## config.mk

```make
export PLATFORM = sky130hd
export DESIGN_NAME = startup_map_selector
export DESIGN_NICKNAME = d
export VERILOG_FILES = /design/src/sv/sms_pkg.sv /design/src/sv/sms_core.sv /design/src/sv/sms_out_buf.sv /design/src/sv/startup_map_selector.sv
export SDC_FILE = /design/constraint.sdc
export NUM_CORES = 1
export LEC_CHECK = 0
export BUFFER_PORTS_ARGS = -buffer_cell sky130_fd_sc_hd__buf_2
export CORE_UTILIZATION = 45
export DETAILED_ROUTE_END_ITERATION = 16
export PLACE_DENSITY_LB_ADDON = 0.15
export SYNTH_ARGS = -nofsm -noshare
export SYNTH_HDL_FRONTEND = slang
export SYNTH_SLANG_ARGS = --single-unit
```

## constraint.sdc

```tcl
create_clock -name clk -period 14.05 [get_ports clk]
set_input_delay 2.81 -clock clk [delete_from_list [all_inputs] [get_ports clk]]
set_output_delay 2.81 -clock clk [all_outputs]
set_load 0.02 [all_outputs]
```

## src/sv/sms_pkg.sv

```systemverilog
// Shared types and constants for the startup map selector.
// Used by the top level, the selector core and the result buffer.
// No dependencies.
package sms_pkg;

    // Number of selectable maps (2 to 4)
    localparam int MAP_COUNT = 4;

    // Configuration register indexes
    localparam logic [2:0] CFG_TPS_THRESHOLD  = 3'd0;
    localparam logic [2:0] CFG_CONFIRM_HOLD   = 3'd1;
    localparam logic [2:0] CFG_TIMEOUT        = 3'd2;
    localparam logic [2:0] CFG_DEBOUNCE       = 3'd3;
    localparam logic [2:0] CFG_FLASH          = 3'd4;
    localparam logic [2:0] CFG_CLUTCH_POL     = 3'd5;

    // Exit cause codes
    localparam logic [1:0] EXIT_NONE    = 2'd0;
    localparam logic [1:0] EXIT_BOOT    = 2'd1;
    localparam logic [1:0] EXIT_TIMEOUT = 2'd2;
    localparam logic [1:0] EXIT_CONFIRM = 2'd3;

    // Configuration register set
    typedef struct packed {
        logic [6:0]  tps_threshold;
        logic [15:0] confirm_hold_ms;
        logic [15:0] timeout_ms;
        logic [7:0]  settle_ms;
        logic [9:0]  flash_ms;
        logic        clutch_active_high;
    } cfg_t;

    // One result item
    typedef struct packed {
        logic [1:0]  selected_map;
        logic [1:0]  applied_map;
        logic [11:0] shown_rpm;
        logic [2:0]  phase;
        logic [1:0]  exit_cause;
    } res_t;

endpackage

```

## src/sv/sms_core.sv

```systemverilog
// Selector core: per-tick state update and result computation.
// Depends on sms_pkg (cfg_t, res_t, MAP_COUNT, exit codes).
module sms_core (
    input  logic          clk,
    input  logic          rst_n,
    input  sms_pkg::cfg_t cfg,
    input  logic          push,
    input  logic          clutch_level,
    input  logic [9:0]    tps_raw,
    output sms_pkg::res_t result
);
    import sms_pkg::*;

    typedef enum logic [2:0] {
        PH_ENTRY    = 3'd0,
        PH_SELECT   = 3'd1,
        PH_DEBOUNCE = 3'd2,
        PH_FLASH    = 3'd3,
        PH_DONE     = 3'd4
    } phase_t;

    localparam logic [2:0] MAP_COUNT3 = 3'(MAP_COUNT);

    phase_t      phase_reg, phase_next;
    logic [1:0]  map_choice_reg, map_choice_next;
    logic [1:0]  map_applied_reg, map_applied_next;
    logic        last_clutch_reg, last_clutch_next;
    logic [15:0] idle_count_reg, idle_count_next;
    logic [15:0] hold_count_reg, hold_count_next;
    logic [7:0]  debounce_count_reg, debounce_count_next;
    logic [11:0] flash_count_reg, flash_count_next;
    logic [1:0]  exit_reg, exit_next;

    logic        pressed;
    logic        flash_zero;
    logic [15:0] idle_inc, hold_inc;
    logic [7:0]  dbc_inc;
    logic [12:0] fc_inc;
    logic [12:0] fm1, fm2, fm3, fm4;
    logic [16:0] tps_scaled, tps_limit;
    logic [2:0]  map_inc;
    logic [1:0]  map_adv;
    logic [11:0] shown;

    // Gauge value for a map: (map + 1) * 1000
    function automatic logic [11:0] rpm_of(input logic [1:0] m);
        logic [11:0] r;
        case (m)
            2'd0:    r = 12'd1000;
            2'd1:    r = 12'd2000;
            2'd2:    r = 12'd3000;
            default: r = 12'd4000;
        endcase
        return r;
    endfunction

    // Entry test: floor(raw*100/1023) > thr  <=>  raw*100 >= (thr+1)*1023
    assign tps_scaled = {7'd0, tps_raw} * 17'd100;
    assign tps_limit  = ({10'd0, cfg.tps_threshold} + 17'd1) * 17'd1023;

    // Flash phase boundaries
    assign fm1 = {3'd0, cfg.flash_ms};
    assign fm2 = {fm1[11:0], 1'b0};
    assign fm3 = fm2 + fm1;
    assign fm4 = {fm1[10:0], 2'b00};

    // Counter increments
    assign idle_inc = (idle_count_reg == 16'hFFFF) ? 16'hFFFF : idle_count_reg + 16'd1;
    assign hold_inc = (hold_count_reg == 16'hFFFF) ? 16'hFFFF : hold_count_reg + 16'd1;
    assign dbc_inc  = debounce_count_reg + 8'd1;
    assign fc_inc   = {1'b0, flash_count_reg} + 13'd1;

    // Map advance modulo the map count
    assign map_inc = {1'b0, map_choice_reg} + 3'd1;
    assign map_adv = (map_inc == MAP_COUNT3) ? 2'd0 : map_inc[1:0];

    assign pressed = (clutch_level == cfg.clutch_active_high);

    // Next-state logic for one tick
    always_comb
    begin
        phase_next          = phase_reg;
        map_choice_next     = map_choice_reg;
        map_applied_next    = map_applied_reg;
        last_clutch_next    = last_clutch_reg;
        idle_count_next     = idle_count_reg;
        hold_count_next     = hold_count_reg;
        debounce_count_next = debounce_count_reg;
        flash_count_next    = flash_count_reg;
        exit_next           = exit_reg;
        flash_zero          = 1'b0;

        case (phase_reg)
            PH_ENTRY:
            begin
                map_choice_next  = 2'd0;
                map_applied_next = 2'd0;
                if (tps_scaled >= tps_limit && pressed)
                begin
                    phase_next       = PH_SELECT;
                    last_clutch_next = 1'b1;
                    idle_count_next  = 16'd0;
                    hold_count_next  = 16'd0;
                end
                else
                begin
                    phase_next = PH_DONE;
                    exit_next  = EXIT_BOOT;
                end
            end
            PH_SELECT:
            begin
                idle_count_next = idle_inc;
                if (idle_inc >= cfg.timeout_ms)
                begin
                    // inactivity timeout
                    map_applied_next = 2'd0;
                    map_choice_next  = 2'd0;
                    exit_next        = EXIT_TIMEOUT;
                    phase_next       = PH_DONE;
                end
                else if (pressed && !last_clutch_reg)
                begin
                    // rising edge
                    last_clutch_next = 1'b1;
                    if (cfg.settle_ms == 8'd0)
                    begin
                        map_choice_next = map_adv;
                        idle_count_next = 16'd0;
                        hold_count_next = 16'd0;
                    end
                    else
                    begin
                        phase_next          = PH_DEBOUNCE;
                        debounce_count_next = 8'd0;
                    end
                end
                else
                begin
                    last_clutch_next = pressed;
                    if (pressed)
                    begin
                        hold_count_next = hold_inc;
                        if (hold_inc >= cfg.confirm_hold_ms)
                        begin
                            // confirm the chosen map
                            map_applied_next = map_choice_reg;
                            exit_next        = EXIT_CONFIRM;
                            if (cfg.flash_ms == 10'd0)
                            begin
                                phase_next = PH_DONE;
                            end
                            else
                            begin
                                phase_next       = PH_FLASH;
                                flash_count_next = 12'd0;
                                flash_zero       = 1'b1;
                            end
                        end
                    end
                    else
                    begin
                        hold_count_next = 16'd0;
                    end
                end
            end
            PH_DEBOUNCE:
            begin
                idle_count_next     = idle_inc;
                debounce_count_next = dbc_inc;
                if (dbc_inc >= cfg.settle_ms)
                begin
                    phase_next = PH_SELECT;
                    if (pressed)
                    begin
                        map_choice_next = map_adv;
                        idle_count_next = 16'd0;
                        hold_count_next = 16'd0;
                    end
                    else
                    begin
                        hold_count_next = 16'd0;
                    end
                end
            end
            PH_FLASH:
            begin
                flash_count_next = fc_inc[11:0];
                if (fc_inc >= fm4 || cfg.flash_ms == 10'd0)
                begin
                    phase_next = PH_DONE;
                end
                else
                begin
                    // zero in the first and third phase
                    flash_zero = (fc_inc < fm1) || (fc_inc >= fm2 && fc_inc < fm3);
                end
            end
            default:
            begin
                phase_next = PH_DONE;
            end
        endcase
    end

    // Gauge value from the updated state
    always_comb
    begin
        if (flash_zero)
            shown = 12'd0;
        else if (phase_next == PH_FLASH || phase_next == PH_DONE)
            shown = rpm_of(map_applied_next);
        else
            shown = rpm_of(map_choice_next);
    end

    assign result.selected_map = map_choice_next;
    assign result.applied_map  = map_applied_next;
    assign result.shown_rpm    = shown;
    assign result.phase        = phase_next;
    assign result.exit_cause   = exit_next;

    // State registers, updated on each accepted tick
    always_ff @(posedge clk or negedge rst_n)
    begin
        if (!rst_n)
        begin
            phase_reg          <= PH_ENTRY;
            map_choice_reg     <= 2'd0;
            map_applied_reg    <= 2'd0;
            last_clutch_reg    <= 1'b1;
            idle_count_reg     <= 16'd0;
            hold_count_reg     <= 16'd0;
            debounce_count_reg <= 8'd0;
            flash_count_reg    <= 12'd0;
            exit_reg           <= EXIT_NONE;
        end
        else if (push)
        begin
            phase_reg          <= phase_next;
            map_choice_reg     <= map_choice_next;
            map_applied_reg    <= map_applied_next;
            last_clutch_reg    <= last_clutch_next;
            idle_count_reg     <= idle_count_next;
            hold_count_reg     <= hold_count_next;
            debounce_count_reg <= debounce_count_next;
            flash_count_reg    <= flash_count_next;
            exit_reg           <= exit_next;
        end
    end

    // Finished is terminal
    a_done_sticky: assert property (@(posedge clk) disable iff (!rst_n)
        (phase_reg == PH_DONE) |=> (phase_reg == PH_DONE && $stable(exit_reg)
            && $stable(map_applied_reg)))
        else $error("left finished phase");

    // Flashing only after a confirm
    a_flash_confirmed: assert property (@(posedge clk) disable iff (!rst_n)
        (phase_reg == PH_FLASH) |-> (exit_reg == EXIT_CONFIRM))
        else $error("flashing without confirm");

    // A nonzero applied map only comes from a confirm
    a_applied_confirmed: assert property (@(posedge clk) disable iff (!rst_n)
        (map_applied_reg != 2'd0) |-> (exit_reg == EXIT_CONFIRM))
        else $error("applied map set without confirm");

endmodule

```

## src/sv/sms_out_buf.sv

```systemverilog
// Two-entry result buffer: output register plus skid stage.
// Depends on sms_pkg (res_t).
module sms_out_buf (
    input  logic          clk,
    input  logic          rst_n,
    input  logic          push,
    input  sms_pkg::res_t res_in,
    output logic          in_ready,
    output logic          out_valid,
    input  logic          out_ready,
    output sms_pkg::res_t res_out
);
    import sms_pkg::*;

    logic out_valid_reg, skid_valid_reg;
    res_t out_data_reg, skid_data_reg;
    logic pop;

    assign pop       = out_valid_reg && out_ready;
    assign in_ready  = !skid_valid_reg;
    assign out_valid = out_valid_reg;
    assign res_out   = out_data_reg;

    // Control flags
    always_ff @(posedge clk or negedge rst_n)
    begin
        if (!rst_n)
        begin
            out_valid_reg  <= 1'b0;
            skid_valid_reg <= 1'b0;
        end
        else if (pop)
        begin
            if (skid_valid_reg)
                skid_valid_reg <= 1'b0;
            else
                out_valid_reg <= push;
        end
        else if (!out_valid_reg)
        begin
            out_valid_reg <= push;
        end
        else if (push)
        begin
            skid_valid_reg <= 1'b1;
        end
    end

    // Payload
    always_ff @(posedge clk)
    begin
        if (pop && skid_valid_reg)
            out_data_reg <= skid_data_reg;
        else if ((pop || !out_valid_reg) && push)
            out_data_reg <= res_in;
        if (!pop && out_valid_reg && push)
            skid_data_reg <= res_in;
    end

    // Skid holds data only behind a full output register
    a_skid_behind_out: assert property (@(posedge clk) disable iff (!rst_n)
        skid_valid_reg |-> out_valid_reg)
        else $error("skid full with empty output");

    // A stalled result is not dropped
    a_hold_stalled: assert property (@(posedge clk) disable iff (!rst_n)
        (out_valid_reg && !out_ready) |=> (out_valid_reg && $stable(out_data_reg)))
        else $error("stalled result changed");

    // Skid drains into the output register on a take
    a_skid_drain: assert property (@(posedge clk) disable iff (!rst_n)
        (skid_valid_reg && out_ready) |=> (out_valid_reg && !skid_valid_reg
            && out_data_reg == $past(skid_data_reg)))
        else $error("skid did not drain");

endmodule

```

## src/sv/startup_map_selector.sv

```systemverilog
// Top level of the startup map selector: configuration registers,
// selector core and result buffer. Depends on sms_pkg, sms_core, sms_out_buf.
//
//  channel | signals                                  | direction
//  --------+------------------------------------------+----------
//  input   | in_valid, in_ready, clutch_level, tps_raw | in
//  result  | out_valid, out_ready, selected_map,       | out
//          | applied_map, shown_rpm, phase, exit_cause |
//  config  | cfg_valid, cfg_ready, cfg_index, cfg_data | in
//
// One tick per clock while in_ready is high: the state update is a single
// combinational pass from the input ports into the state and result registers
// (output register, or skid stage behind a stalled result). A two-entry
// result buffer lets a tick transfer while an earlier result is stalled.
// Reset (async, active low) restores register defaults and the entry-pending
// state. Config writes are always accepted and act from the next tick.
module startup_map_selector (
    input  logic        clk,
    input  logic        rst_n,
    input  logic        in_valid,
    output logic        in_ready,
    input  logic        clutch_level,
    input  logic [9:0]  tps_raw,
    output logic        out_valid,
    input  logic        out_ready,
    output logic [1:0]  selected_map,
    output logic [1:0]  applied_map,
    output logic [11:0] shown_rpm,
    output logic [2:0]  phase,
    output logic [1:0]  exit_cause,
    input  logic        cfg_valid,
    output logic        cfg_ready,
    input  logic [2:0]  cfg_index,
    input  logic [15:0] cfg_data
);
    import sms_pkg::*;

    cfg_t cfg_reg;
    res_t core_res, buf_res;
    logic push;

    assign cfg_ready = 1'b1;
    assign push      = in_valid && in_ready;

    // Configuration registers
    always_ff @(posedge clk or negedge rst_n)
    begin
        if (!rst_n)
        begin
            cfg_reg.tps_threshold      <= 7'd90;
            cfg_reg.confirm_hold_ms    <= 16'd3000;
            cfg_reg.timeout_ms         <= 16'd10000;
            cfg_reg.settle_ms          <= 8'd50;
            cfg_reg.flash_ms           <= 10'd200;
            cfg_reg.clutch_active_high <= 1'b1;
        end
        else if (cfg_valid)
        begin
            case (cfg_index)
                CFG_TPS_THRESHOLD: cfg_reg.tps_threshold      <= cfg_data[6:0];
                CFG_CONFIRM_HOLD:  cfg_reg.confirm_hold_ms    <= cfg_data;
                CFG_TIMEOUT:       cfg_reg.timeout_ms         <= cfg_data;
                CFG_DEBOUNCE:      cfg_reg.settle_ms          <= cfg_data[7:0];
                CFG_FLASH:         cfg_reg.flash_ms           <= cfg_data[9:0];
                CFG_CLUTCH_POL:    cfg_reg.clutch_active_high <= cfg_data[0];
                default:           ;
            endcase
        end
    end

    sms_core u_core (
        .clk          (clk),
        .rst_n        (rst_n),
        .cfg          (cfg_reg),
        .push         (push),
        .clutch_level (clutch_level),
        .tps_raw      (tps_raw),
        .result       (core_res)
    );

    sms_out_buf u_out_buf (
        .clk       (clk),
        .rst_n     (rst_n),
        .push      (push),
        .res_in    (core_res),
        .in_ready  (in_ready),
        .out_valid (out_valid),
        .out_ready (out_ready),
        .res_out   (buf_res)
    );

    assign selected_map = buf_res.selected_map;
    assign applied_map  = buf_res.applied_map;
    assign shown_rpm    = buf_res.shown_rpm;
    assign phase        = buf_res.phase;
    assign exit_cause   = buf_res.exit_cause;

endmodule
```

==> Yosys cells after proc, flatten, opt, wreduce, memory -nomap -nowiden <==
Cells that the tools add are included.
{ "word_totals": {"inputBits": 35, "elab_cells": 191, "out_inout_bits": 24, "reg_bits": 164} }
{ "op_classes": {"multipliers": 2, "n_reduce_logical": 42, "n_mux": 76, "addsub": 7, "n_lt_le_gt_ge": 8, "eq_ne": 29} }
{ "ops": {"columns": ["operator", "count"], "rows": [
  ["two-way mux 16 bit", 13],
  ["one-hot mux 16 bit (3 select lines)", 2],
  ["two-way mux 12 bit", 7],
  ["one-hot mux 12 bit (3 select lines)", 2],
  ["two-way mux 21 bit", 2],
  ["adder 16 x 1 -> 16 bit (second input constant)", 2],
  ["equality test 16 bit (second input constant)", 2],
  [">= comparator 16 bit", 2],
  ["two-way mux 2 bit", 15],
  ["two-way mux 3 bit", 9],
  ["two-way mux 8 bit", 3],
  ["one-hot mux 12 bit (2 select lines)", 1],
  [">= comparator 17 bit", 1],
  ["multiplier 17 x 10 -> 17 bit (second input constant)", 1],
  ["one-hot mux 8 bit (2 select lines)", 1],
  ["equality test 3 x 2 -> 1 bit (second input constant)", 5],
  ["multiplier 10 x 5 -> 15 bit (second input constant)", 1],
  ["two-way mux 1 bit", 15],
  ["AND reduction 2 bit", 7],
  ["adder 12 x 1 -> 13 bit (second input constant)", 1],
  [">= comparator 13 x 11 -> 1 bit", 1],
  [">= comparator 13 x 12 -> 1 bit", 1],
  ["less-than comparator 13 x 10 -> 1 bit", 1],
  ["less-than comparator 13 bit", 1],
  ["31 further kinds", 68]
]} }

==> Longest topological paths before layout <==
Gate-level depths: netlist of run 1.
{ "logic_depth": {"ltp_word": 14, "mapped_depth": 31, "mapped_depth_nobuf": 31} }

==> Hierarchy <==
Synthesis of run 1 repeated with hierarchy kept, for this count alone.
{ "unflattened": {"cells_unflattened": 1357, "hier_area_um2": 13460.4} }
{ "modules_own_cells": {"columns": ["mod", "seq_area_each_um2", "instances", "cells_each", "area_per_inst_um2"], "rows": [
  ["sms_core", 1552.7, 1, 1150, 9400.3],
  ["startup_map_selector", 1480.2, 1, 130, 2354.8],
  ["sms_out_buf", 1311.3, 1, 77, 1705.4]
]} }

==> Least setup slack after synthesis of run 1 <==
No wires, ideal clock.
{ "synth_path": {"path_kind": "input -> register", "startpoint": "in tps_raw[2]", "endpoint": "reg u_out_buf.out_data_reg, in the netlist u_out_buf.res_out[16], data pin", "setup_time_ns": 0.145, "setup_slack_ns": 6.291, "arrival_ns": 7.614, "path_buffers": 0, "required_time_ns": 13.905, "path_stages": 25, "path_cell_list": "ha_1 > ha_1 > inv_1 > fa_1 > inv_1 > ha_1 > a21oi_1 > o21ai_0 > a21oi_1 > o21ai_0 > a21oi_1 > o21ai_0 > a21oi_1 > nand4b_1 > ha_1 > a211oi_1 > nand2_1 > o31ai_1 > a21oi_1 > a31oi_1 > o211a_1 > inv_2 > a211oi_4 > mux2_4 > o21ai_2"} }
{ "synth_lines": {"columns": ["item", "line", "text"], "rows": [
  ["from (decl)", "startup_map_selector.sv:23", "input logic [9:0] tps_raw,"],
  ["to (signal assigned)", "sms_out_buf.sv:53", "out_data_reg <= skid_data_reg;"],
  ["to (signal assigned)", "sms_out_buf.sv:55", "out_data_reg <= res_in;"],
  ["to (decl)", "sms_out_buf.sv:16", "res_t out_data_reg, skid_data_reg;"]
]} }

==> Worst setup path after layout of run 1 <==
{ "layout_path": {"startpoint": "reg cfg_reg[52] (netlist bit)", "endpoint": "reg u_core.idle_count_reg[5]"} }
{ "layout_between": {"elab_chain_len": 6} }
{ "layout_lines": {"columns": ["item", "line", "text"], "rows": [
  ["from (decl)", "startup_map_selector.sv:38", "cfg_t cfg_reg;"],
  ["adder 7 x 1 -> 8 bit", "sms_core.sv:59", "assign tps_limit = ({10'd0, cfg.tps_threshold} + 17'd1) * 17'd1023;"],
  ["multiplier 17 x 10 -> 17 bit", "sms_core.sv:59", null],
  [">= comparator 17 bit", "sms_core.sv:98", "if (tps_scaled >= tps_limit && pressed)"],
  ["logical AND 1 bit", "sms_core.sv:98", null],
  ["inequality test 2 x 1 -> 1 bit (no line)", null, null],
  ["AND reduction 3 bit (no line)", null, null],
  ["to (signal assigned)", "sms_core.sv:244", "idle_count_reg <= idle_count_next;"],
  ["to (decl)", "sms_core.sv:28", "logic [15:0] idle_count_reg, idle_count_next;"]
]} }
No other way between the ends.
A chain may end at the register's enable or synchronous reset.

==> impl_metrics.ini, run 1 <==
[flow_run]
max_cap_violations = 0

[synth]
synth_edf_count = 32
async_flop_share = 0.7922
synth_cell_types = 81
synthSimpleGateAreaFrac = 0.1424
synth_seq_cells = 154
synth_ff_type = dfrtp_1
synth_top_family_by_area = adder cells
ys.warnings.count = 0
yosys.area_share.xor_xnor = 0.05493
synth_compound_area_frac = 0.1609
syn_area_um2 = 12760
seq_area_frac_synth = 0.3170
yosys-mux-area-fraction = 0.02766
syn_avg_cell_area_um2 = 9.237
synth_fa_ha_area_frac = 0.2362
synthCells = 1381

[cts]
numCtsBuffers = 17
insertion_delay_ns = 0.43
h-tree-depth = 4
clk_pin_slew_worst_paths_ns = 0.07
clkSinkCount = 154
cts-hold-fix-buffers = 0
cts_tree = done
postCtsSetupRepairBufs = 0
clockBufferDepth = 2
root_buffer = clkbuf_16
cts-resized-gates = 0

[placed_design]
dp_hpwl_um = 21360
routabilityCongestion = 0.8207
io_buffer_count = 54

[setup_path]
crit_type = register to register
cp.arrival_ns = 8.67
rr_worst_depth = 29
cpMostUsedCell = ha_1
crit_path_top_delay_cell = nor2_1
crit-reg2reg-launch = cfg_reg[52]
rrSetupSlack_ns = 5.74
worstReg2RegEnd = u_core.idle_count_reg[5]
cp.required_ns = 14.42
cp-start-kind = register
path_max_fanout = 18
end_kind = register
slowest_delay_ns = 0.92

[timing]
period_needed_ns = 8.307
rsz0062_at_grt = no
tns_ns = 0
finalCritPeriodShare = 0.5912
worst_pin_slew_ns = 1.172
drv_slew = 0
hold_violations = 0
clock_skew_ns = 0.01223
slew_headroom = 0.2104
max_freq_mhz = 120.4
setup_viol = 0

[drt]
drcViolationCount = 0
wl_per_cell_um = 15.09
drt-total-wl_um = 27410
vias = 9497
drt.antenna.violating_nets = 0
drt_iter0_markers = 435
first_pass_iters = 5
vias_per_cell = 5.230

[cells_and_area]
syn_to_final_growth_pct = 9.230
largest_register_ffs = 58
final_nets = 1684
multi_input_area_um2 = 7958
regArea_um2 = 4044
fillers = 2615
final_layout_size_suffix_gt1_frac = 0.1161
antenna_cells = 0

[global_routing]
grt_antenna_before_repair = 0
grt_overflow = 0
grt_pass1_vias = 9292
grt_util_all_layers = 0.2034
grt_start_max_net_pins = 76
grt_pass1_wl_um = 46410

[floorplan]
die_area_um2 = 29020
fp.dieH_um = 170.4
num_rows = 61
initial_core_util = 0.4579
die-width_um = 170.4
design.portCount = 59
coreArea_um2 = 27860

[worst_hold_path]
min_path_cells = 2
min_to = u_core.map_applied_reg[1]
min_from = u_core.map_applied_reg[1]
worstHoldPathType = register to register

[run_status]
outcome = complete, no violations
-- metrics by stage --
step                      hold slack, ns    util  instance area (um^2)  setup WS (ns)  std cells
final                             0.5000  0.5002                 13930          5.743       1816
after global routing              0.5321  0.5002                 13930          4.968       1816
after CTS                         0.4982  0.5002                 13930          5.674       1816
after global placement            0.4741  0.4808                 13390          5.696       1784
after floorplan                   0.4507       -                 12760          6.291       1383
after detailed placement          0.4807  0.4808                 13390          5.562       1784
-- how the worst max path moves through the flow --
stage	startpoint	endpoint	slack [ns]	cells past startpoint
3_3_place_gp	tps_raw[2]	u_out_buf.res_out[11]	5.70	26
2_1_floorplan	tps_raw[2]	u_out_buf.res_out[16]	6.29	25
5_1_grt	cfg_reg[52]	u_core.idle_count_reg[7]	4.97	29
6_report	cfg_reg[52]	u_core.idle_count_reg[5]	5.74	29
4_1_cts	cfg_reg[52]	u_core.idle_count_reg[5]	5.67	29
3_5_place_dp	tps_raw[2]	u_core.idle_count_reg[14]	5.56	24
-- layout by cell type (no fill, tap or decap), types with 22 or more instances in the layout --
cell type    n
xnor2_1     46
inv_1      161
and3_1      28
nand3_1     44
xor2_1      34
a21oi_1     62
edfxtp_1    32
dfstp_2     24
a21o_1      22
buf_2       53
fa_1        28
o21ai_0    102
mux2_2      22
dfrtp_1     98
ha_1       196
nor2_1      82
nand2_1    149
-- kinds of logic after synthesis --
kind of cell / count (synthesis)
adders and majority gates: 224
buffers and inverters: 198
and+or+nand+nor: 385
DFF: 154
AOI/OAI and AO/OA: 307
other: 2
muxes: 31
xor gates and xnor gates: 80
-- synthesized netlist by cell type, types with 7 or more instances --
| cell | number | area [um^2] |
|---|---|---|
| xor2_1 | 34 | 297.8 |
| o21ai_1 | 10 | 50.05 |
| a21o_1 | 22 | 165.2 |
| and3_1 | 28 | 175.2 |
| nor3b_1 | 9 | 67.56 |
| mux2_2 | 22 | 247.7 |
| o31ai_1 | 10 | 75.07 |
| a31oi_1 | 9 | 56.30 |
| a22o_1 | 17 | 148.9 |
| o21ai_0 | 102 | 510.5 |
| dfrtp_1 | 98 | 2452 |
| inv_1 | 161 | 604.3 |
| clkbuf_1 | 29 | 108.9 |
| dfstp_2 | 24 | 630.6 |
| a21oi_1 | 62 | 310.3 |
| a211oi_1 | 9 | 67.56 |
| nand3_1 | 44 | 220.2 |
| o21bai_1 | 7 | 52.55 |
| o21a_1 | 11 | 82.58 |
| edfxtp_1 | 32 | 960.9 |
| ha_1 | 196 | 2452 |
| and2_1 | 8 | 50.05 |
| nand2_1 | 149 | 559.3 |
| nor2_1 | 83 | 311.6 |
| fa_1 | 28 | 560.5 |
| nand2b_1 | 9 | 56.30 |
| nor2b_1 | 11 | 68.82 |
| nor3_1 | 15 | 75.07 |
| xnor2_1 | 46 | 402.9 |
-- layer usage --
metal / vias up / track usage / part of all wire
li1: 4876 / - / -
met1: 4485 / 0.2878 / 0.52
met2: 111 / 0.3234 / 0.44
met3: 25 / 0.02860 / 0.026
met4: 0 / 0.05523 / 0.016
met5: - / 0 / 0
-- worst max-delay path, delay by kind of cell, from the launching register on --
kind	cells	cell delay [ns]
DFF	1	0.56
xor gates and xnor gates	2	0.83
adders and majority gates	7	2.49
AOI/OAI and AO/OA	9	1.95
and+or+nand+nor	9	2.29
buffers and inverters	2	0.10
-- cell type report --
type / count / share of cell area
Clock buffer: 19 / 0.03107
Sequential cell: 154 / 0.2902
Timing Repair Buffer: 59 / 0.02227
Tap cell: 378 / 0.03394
Clock inverter: 13 / 0.007723
Inverter: 162 / 0.04364
Multi-Input combinational cell: 1031 / 0.5711
Power of run 1 is not shown: default switching activity piles up to over one toggle a cycle in this logic, so the estimate is an artifact.
==> run 2: changes to the inputs <==
Clock period 14.05 ns to 6.8 ns, I/O delays scaled along.
==> run 2 against run 1 <==
  * The run now ends with setup timing left
  * Sequential cell count unchanged
  * Fmax grew 22%
  * First-iteration DRC count increased by 17%
  * Register-to-register slack worse by 5.8 ns
  * Critical path depth up 2
  * Sequential share of layout area fell by 1.8 points
  * Final area is 6.7% higher
  * Clock skew is 0.0019 ns higher
  * Via count rose by 3.3%
  * Final cell count up 3.1%
  * Non-clock buffer count increased by 56
  * Critical endpoint is now u_out_buf.res_out[16]
==> impl_metrics.ini, run 2 (synthesis gave the netlist of run 1 again) <==
[global_routing]
grt_pass1_wl_um = 47770
grt.busiest_layer = met2
grt_pass1_vias = 9892
grt_overflow = 0
grt_util_all_layers = 0.2079
grt_util_met2 = 0.3646
grt_antenna_before_repair = 1
grt_start_max_net_pins = 73
met1_usage = 0.2679
use_met3 = 0.02674

[timing]
setup_viol = 2
rsz0062_at_grt = yes
worst_pin_slew_ns = 1.151
drv_slew = 0
slew_headroom = 0.2270
clock_skew_ns = 0.01412
period_needed_ns = 6.808
finalCritPeriodShare = 1.001
hold_violations = 0
fin_ws_ns = -0.007919
max_freq_mhz = 146.9

[placed_design]
dp_hpwl_um = 21740
routabilityCongestion = 0.8342
io_buffer_count = 54
postPlaceCellArea_um2 = 13800

[drt]
drcViolationCount = 0
first_pass_iters = 5
drt-total-wl_um = 28480
drt.antenna.violating_nets = 0
drt_iter0_markers = 507
vias = 9808
vias_per_cell = 5.239
wl_per_cell_um = 15.21

[setup_path]
cp-start-kind = register
end_kind = register
cp.required_ns = 7.09
slowest_delay_ns = 0.62
startpoint = cfg_reg[52]
cp.arrival_ns = 7.10
crit-reg2reg-launch = cfg_reg[52]
crit_path_top_delay_cell = fa_2
path_max_fanout = 6
rrSetupSlack_ns = -0.008
crit_type = register to register

[cells_and_area]
final_layout_size_suffix_gt1_frac = 0.1941
final_nets = 1740
largest_register_ffs = 58
antenna_cells = 0
fin_area_um2 = 14860
final_common_cell = ha_1
syn_to_final_growth_pct = 16.52
final_cell_mix = 186 x ha_1, 152 x inv_1, 146 x nand2_1

[cts]
clkSinkCount = 154
insertion_delay_ns = 0.44
root_buffer = clkbuf_16
cts-hold-fix-buffers = 0
clockBufferDepth = 2
cts_tree = done
clk_pin_slew_worst_paths_ns = 0.08
h-tree-depth = 4
numCtsBuffers = 17

[floorplan]
design.portCount = 59
die-width_um = 170.4
fp.dieH_um = 170.4
die_area_um2 = 29020
initial_core_util = 0.4579
coreArea_um2 = 27860
num_rows = 61

[flow_run]
max_cap_violations = 0

[worst_hold_path]
worstHoldPathType = register to register
min_from = cfg_reg[42]

[run_status]
outcome = finished, violations left
violations = setup timing
-- run 2: changes by cell type in the layout (fill, tap and decap cells not counted), moves of 6 or more --
cell     previous run  this run
ha_4                0         7
buf_4               6        56
inv_2               1        10
nand3_1            44        38
inv_1             161       152
nor2_1             82        76
ha_1              196       186
-- run 2: path summary, 6_finish.rpt --
path | depth (start not counted) | to
max | 31 | u_out_buf.res_out[16]
min | 2 | cfg_reg[42]
max reg2reg | 31 | u_out_buf.res_out[16]
min reg2reg | 2 | cfg_reg[42]
max in group asynchronous | 2 | u_core.debounce_count_reg[4]
min in group asynchronous | 1 | u_out_buf.skid_valid_reg
-- run 2: cell type report --
class	count	area [um^2]
tap	378	473.0
clock inverter	15	171.4
clock buffer	17	425.4
multi-input combinational	1031	8356
inverter	162	608.1
timing repair buffer	115	784.5
sequential	154	4045
fill	2492	13000
-- run 2: timing repair --
item                                    CTS  global route
gates cloned                              0             2
gates resized for setup                  33            31
pin swaps                                13             6
buffers inserted                         10             4
endpoints found under the setup margin   24            49
-- run 2: worst max-delay path, delay by kind of cell (launching register included) --
family | cells | cell delay [ns]
xor+xnor | 3 | 0.37
flops | 1 | 0.57
fa+ha+maj | 6 | 2.40
mux | 1 | 0.31
buf+inv | 5 | 0.47
simple gates | 9 | 1.42
compound gates | 7 | 1.14
-- run 2: metrics by stage --
stage | utilization | setup TNS, ns | hold WS [ns] | setup slack (ns) | instances
floorplan | - | 0 | 0.4507 | 0.002562 | 1383
global placement | 0.4955 | -0.4280 | 0.4875 | -0.06085 | 1824
detailed placement | 0.4955 | -2.611 | 0.4993 | -0.2393 | 1824
CTS | 0.5257 | -0.01835 | 0.5113 | -0.009205 | 1866
global route | 0.5335 | -7.123 | 0.5282 | -0.3713 | 1872
finish | 0.5335 | -0.01388 | 0.5082 | -0.007919 | 1872
-- run 2: metal layers --
metal,part of all wire,wire length [um]
met4,0.013,380
met2,0.49,13850
met1,0.47,13430
met3,0.028,802
met5,0.00032,9
Power of run 2 is left out for the same reason.
